--- config.mk ---
export PLATFORM = sky130hd
export DESIGN_NAME = brse_ctrl
export DESIGN_NICKNAME = d
export VERILOG_FILES = /design/src/rtl/brse_pkg.sv /design/src/rtl/brse_ctrl.sv
export SDC_FILE = /design/constraint.sdc
export NUM_CORES = 1
export LEC_CHECK = 0
export BUFFER_PORTS_ARGS = -buffer_cell sky130_fd_sc_hd__buf_2
export CAP_MARGIN = 10
export CORE_MARGIN = 2
export CORE_UTILIZATION = 35
export CTS_CLUSTER_SIZE = 12
export DETAILED_ROUTE_END_ITERATION = 10
export PLACE_DENSITY_LB_ADDON = 0.08
export SYNTH_ARGS = -nofsm -noshare
export SYNTH_HDL_FRONTEND = slang
export SYNTH_SLANG_ARGS = --single-unit
--- constraint.sdc ---
create_clock -name clk_i -period 2.4 [get_ports clk_i]
set_input_delay 0.24 -clock clk_i [delete_from_list [all_inputs] [get_ports clk_i]]
set_output_delay 0.24 -clock clk_i [all_outputs]
set_load 0.03 [all_outputs]
--- src/rtl/brse_pkg.sv ---
// Types and constants of the bit vector rank/select engine.
// Depends on nothing; used by the top level, brse_ctrl and brse_datapath.
package brse_pkg;
  localparam int unsigned WordBits = 64;
  localparam int unsigned PosW = 17;

  typedef enum logic [2:0] {
    ActClear  = 3'd0,
    ActLoad   = 3'd1,
    ActRank1  = 3'd2,
    ActRank0  = 3'd3,
    ActSel1   = 3'd4,
    ActSel0   = 3'd5
  } action_e;

  localparam logic [1:0] StOk   = 2'd0;
  localparam logic [1:0] StNone = 2'd1;
  localparam logic [1:0] StFull = 2'd2;

  // Datapath operations driven by the controller.
  typedef enum logic [3:0] {
    OpIdle,
    OpStart,
    OpLoadRd,
    OpLoadWr,
    OpRankRd,
    OpRankFin,
    OpSelTot,
    OpSelProbe,
    OpSelStep,
    OpSelRd,
    OpSelFin,
    OpScan,
    OpSelEnd
  } op_e;

  typedef struct packed {
    op_e op;
  } cmd_t;

  typedef struct packed {
    logic search_done;
    logic scan_done;
    logic early_none;
  } stat_t;
endpackage

--- src/rtl/brse_ctrl.sv ---
// Controller state machine of the rank/select engine.
// Depends on brse_pkg; drives the datapath through cmd_t and reads stat_t.
module brse_ctrl
  import brse_pkg::*;
(
  input  logic    clk_i,
  input  logic    rst_ni,
  input  logic    in_fire_i,
  input  logic [2:0] action_i,
  input  stat_t   stat_i,
  input  logic    out_busy_i,
  output logic    idle_o,
  output logic    done_o,
  output cmd_t    cmd_o
);
  typedef enum logic [3:0] {
    SIdle, SLoadRd, SLoadWr, SRankRd, SRankFin, SSelTot, SSelProbe, SSelStep,
    SSelRd, SSelFin, SScan, SSelEnd, SDone
  } state_e;

  state_e state_q, state_d;

  always_comb begin
    state_d = state_q;
    cmd_o.op = OpIdle;
    unique case (state_q)
      SIdle: begin
        if (in_fire_i) begin
          cmd_o.op = OpStart;
          case (action_i)
            ActLoad: state_d = SLoadRd;
            ActRank1, ActRank0: state_d = SRankRd;
            ActSel1, ActSel0: state_d = SSelTot;
            default: state_d = SDone;
          endcase
        end
      end
      SLoadRd: begin cmd_o.op = OpLoadRd; state_d = SLoadWr; end
      SLoadWr: begin cmd_o.op = OpLoadWr; state_d = SDone; end
      SRankRd: begin cmd_o.op = OpRankRd; state_d = SRankFin; end
      SRankFin: begin cmd_o.op = OpRankFin; state_d = SDone; end
      SSelTot: begin
        cmd_o.op = OpSelTot;
        state_d = SSelProbe;
      end
      SSelProbe: begin
        cmd_o.op = OpSelProbe;
        if (stat_i.early_none) state_d = SDone;
        else if (stat_i.search_done) state_d = SSelRd;
        else state_d = SSelStep;
      end
      SSelStep: begin cmd_o.op = OpSelStep; state_d = SSelProbe; end
      SSelRd: begin cmd_o.op = OpSelRd; state_d = SSelFin; end
      SSelFin: begin cmd_o.op = OpSelFin; state_d = SScan; end
      SScan: begin
        cmd_o.op = OpScan;
        if (stat_i.scan_done) state_d = SSelEnd;
      end
      SSelEnd: begin cmd_o.op = OpSelEnd; state_d = SDone; end
      SDone: if (!out_busy_i) state_d = SIdle;
      default: state_d = SIdle;
    endcase
  end

  always_ff @(posedge clk_i or negedge rst_ni) begin
    if (!rst_ni) begin
      state_q <= SIdle;
    end else begin
      state_q <= state_d;
    end
  end

  assign idle_o = (state_q == SIdle);
  assign done_o = (state_q == SDone) && !out_busy_i;
endmodule

## After elaboration in Yosys (flattened, before gate mapping)

Index checks and enable logic that the tools add are counted.

- Input port bits: 10
- Word-level logic and storage cells: 38
- Register bits after elaboration: 4
- Output and inout bits: 6

- Reductions and logical operators: 8
- Muxes and demuxes: 9
- Equal/unequal tests: 20

Operators by type and width:

| kind | count |
|---|---|
| case mux 4 bit (12 select lines) | 1 |
| case mux 4 bit (10 select lines) | 1 |
| equality test 4 bit, second input constant | 5 |
| two-way mux 4 bit | 5 |
| equality test 4 x 3 -> 1 bit, second input constant | 4 |
| case mux 4 bit (3 select lines) | 1 |
| equality test 4 x 2 -> 1 bit, second input constant | 2 |
| equality test 3 x 2 -> 1 bit, second input constant | 2 |
| equality test 3 bit, second input constant | 2 |
| inequality test 2 bit, second input constant | 3 |
| OR reduction 2 bit | 3 |
| equality test 4 x 1 -> 1 bit, second input constant | 1 |
| zero test 4 bit | 1 |
| equality test 3 x 1 -> 1 bit, second input constant | 1 |
| AND reduction 3 bit | 1 |
| OR reduction 3 bit | 1 |
| logical AND 1 bit | 1 |
| zero test 1 bit | 1 |
| two-way mux 1 bit | 1 |

## Longest topological paths before layout

- Depth after elaboration: 5
- Mapped depth: 6
- Depth with buffers taken out: 6

## Least setup slack after synthesis

No wires, ideal clock.

- Path kind: reg-to-output
- From: register state_q[0]
- To: output port done_o
- Cell stages (with the launch flop): 3
- Slack: 0.539 ns
- Data required time: 2.160 ns
- Arrival time: 1.621 ns
- Path buffers: 1
- Cells stage by stage: dfrtp_1 > buf_4 > nor4_1

- Cells in the longest elaborated chain, start to end: 2

RTL lines:

| what | RTL line | RTL |
|---|---|---|
| start, declared | brse_ctrl.sv:21 | `state_e state_q, state_d;` |
| start signal, assigned | brse_ctrl.sv:67 | `state_q <= SIdle;` |
| start signal, assigned | brse_ctrl.sv:69 | `state_q <= state_d;` |
| equality test 4 bit | brse_ctrl.sv:74 | `assign done_o = (state_q == SDone) && !out_busy_i;` |
| logical AND 1 bit | brse_ctrl.sv:74 |  |
| end, declared | brse_ctrl.sv:13 | `output logic done_o,` |

Every way passes these cells.

==> reports/results.ini <==
[synthesis]
synthAdderAreaFrac_pct = 4.82
synth_xor_area_share_pct = 1.69
syn_area_um2 = 519
synth_top_area_share_pct = 19.3
async_flop_share_pct = 100
synth_commonest_cells = 4 x a21oi_1, 4 x dfrtp_1, 4 x nand2_1, 4 x nand2b_1, 3 x buf_4
ys.flop_type = dfrtp_1
yosysSeqAreaShare_pct = 19.3
yosys.area_share.simple_pct = 31.1
synth_compound_area_share_pct = 33.7
syn_avg_cell_area_um2 = 8.95
yosysWarnings = 0
synth_cells = 58
synth_top_family_by_area = compound AO/OA/AOI/OAI gates
muxShareOfSynthArea_pct = 1.93
synth_edf_count = 0
synth_area_leaders = dfrtp_1 19%, ha_1 4.8%, nand2b_1 4.8%
synthDistinctLibCells = 34
synth_nets = 70
yosys.area.top_type = dfrtp_1
yosys_register_bits = 4

[critical_path]
critPathRequiredTime_ns = 2.16
max_stage_delay_ns = 0.70
crit_fanout = 15
path_delay_family = flip-flops
cp-start-kind = flip-flop
path_cells = nand2_1 -> mux2i_1 -> buf_2
path_buf_inv = 1
cp-end-kind = output pin
arrival_ns = 1.56
crit_type = reg -> out
critPathSlowestCell = dfrtp_1

[pwr]
vdd_drop_max_v = 0.000553
power_switching_w = 0.000455
seq_power_share_pct = 27.6
p_clk_share_pct = 9.5
switching_share_pct = 53.9
powerDensity_nw_per_um2 = 1360
p_int_w = 0.000389
comb_power_share_pct = 62.9
cellLeakagePower_nw = 0.266

[detailed_routing]
route.detailed.wl_per_inst_um = 12.8
via_per_inst = 5.61
first_iter_violations = 7
route.detailed.drc = 0
final_antenna_net_count = 0
vias = 494
postRouteWirelength_um = 1130
drt_first_pass_iters = 4

[grt]
grt_overflow = 0
grt_pass1_vias = 462
grt_antenna_before_repair = 0
grt_pass1_wl_um = 2060
grt_max_degree = 18
grt_use_total_pct = 15.2

[sta]
slew_violations = 0
finalSetupViolCount = 0
max_freq_mhz = 557
tns_ns = 0
fin_crit_ns = 1.80
relSlewSlack_pct = 61.7
hold_ws_ns = 0.327
worst_pin_slew_ns = 0.575
rsz0062_at_grt = no
fin_skew_ns = 0.000992
fin_crit_sh_pct = 74.9
hold_viol = 0

[layout]
fillers = 146
diodes = 0
largest_reg_flops = 4
drive_gt1_share_pct = 41.1
largestRegisters = state_q (4)
largest-register = state_q
finalNetCount = 87
syn_to_final_growth_pct = 19.0

[job]
cap_violations = 0

[clock_tree]
clockBufferDepth = 2
cts_resized = 0
ctsRootBufferMaster = clkbuf_4
clkSinkCount = 4
cts_tree = done
clkLatencyLatePin_ns = 0.23
h-tree-depth = 1
clk_pin_slew_ns = 0.04
numCtsBuffers = 3

[placement]
portBuffers = 15
gp_congestion = 0.732
dpl.hpwl_um = 839

[outcome]
status = finished clean

[floorplan]
io_pins = 16
dieArea_um2 = 1810
die_y_um = 42.5
fp.dieW_um = 42.5
initial_core_util_pct = 38.5
core_area_um2 = 1350
rows = 13

[min_path]
worstHoldPathType = in -> reg

-- area by class of cell --
type,count,area (µm²),share of cell area (%)
sequential,4,100,16.2
multi-input combinational,47,380,61.5
inverter,3,11.3,1.82
tap,15,18.8,3.04
clock buffer,3,22.5,3.64
timing repair buffer,16,85.1,13.8
-- placed cells by master (no fill, tap or decap), drive strengths merged, types with 2 or more instances in the layout --
master,n
nor4,2
clkbuf,3
o21ai,3
or3b,2
nor3,2
dfrtp,4
buf,15
inv,3
ha,2
nand2b,5
a221oi,2
a21oi,6
o21bai,2
nand2,4
nor3b,2
-- worst reg2reg max path: stages (launching register included) --
cell and delay [ns]:
dfrtp_1 0.66, or3b_4 0.45, a21oi_2 0.15, nand2b_4 0.16, o22ai_1 0.08
-- power groups by stage --
stage	sequential (W)	combinational [W]	clock (W)
floorplan	0.000136	0.000532	0
global route	0.000251	0.000581	0.0000922
detailed placement	0.000233	0.000534	0
CTS	0.000231	0.000536	0.0000864
finish	0.000233	0.000530	0.0000803
global placement	0.000233	0.000535	0
-- per-layer routing --
metal	share of wire, %	vias up	GRT usage [%]	routed length [µm]
li1	-	255	-	-
met1	49	233	20.1	557
met2	49	6	22.8	552
met3	1.4	0	3.88	16
met4	0	0	7.50	0
met5	0	-	0	0
-- cells by family after synthesis --
| family | count (synthesis) |
|---|---|
| xor+xnor | 1 |
| compound gates | 21 |
| flops | 4 |
| buf+inv | 7 |
| simple gates | 22 |
| mux | 1 |
| fa+ha+maj | 2 |
-- per-stage QoR --
stage	std cells	worst slack (ns)	utilization, %	total power [W]	instance area, µm²
floorplan	58	0.539	-	0.000668	519
global placement	84	0.771	43.4	0.000768	586
detailed placement	84	0.780	43.4	0.000766	586
CTS	88	0.589	45.8	0.000853	618
global route	88	0.397	45.8	0.000925	618
finish	88	0.603	45.8	0.000843	618
-- path summary, 6_finish.rpt --
kind / cells past startpoint / slack, ns / startpoint / end
max: 3 / 0.60 / state_q[0]$_DFFE_PN0P_ / cmd_o[2]
max in group asynchronous: 2 / 1.94 / rst_ni / state_q[0]$_DFFE_PN0P_
min reg2reg: 1 / 0.84 / state_q[0]$_DFFE_PN0P_ / state_q[0]$_DFFE_PN0P_
min: 3 / 0.33 / stat_i[1] / state_q[1]$_DFFE_PN0P_
min in group asynchronous: 2 / 0.35 / rst_ni / state_q[1]$_DFFE_PN0P_
max reg2reg: 4 / 0.77 / state_q[1]$_DFFE_PN0P_ / state_q[1]$_DFFE_PN0P_
-- what timing repair did --
item / CTS / global route
setup endpoints to repair: 0 / 0
hold endpoints to repair: 4 / 0
buffers inserted: 0 / 0
hold buffers: 1 / 0
(Power assumes the default switching activity.)
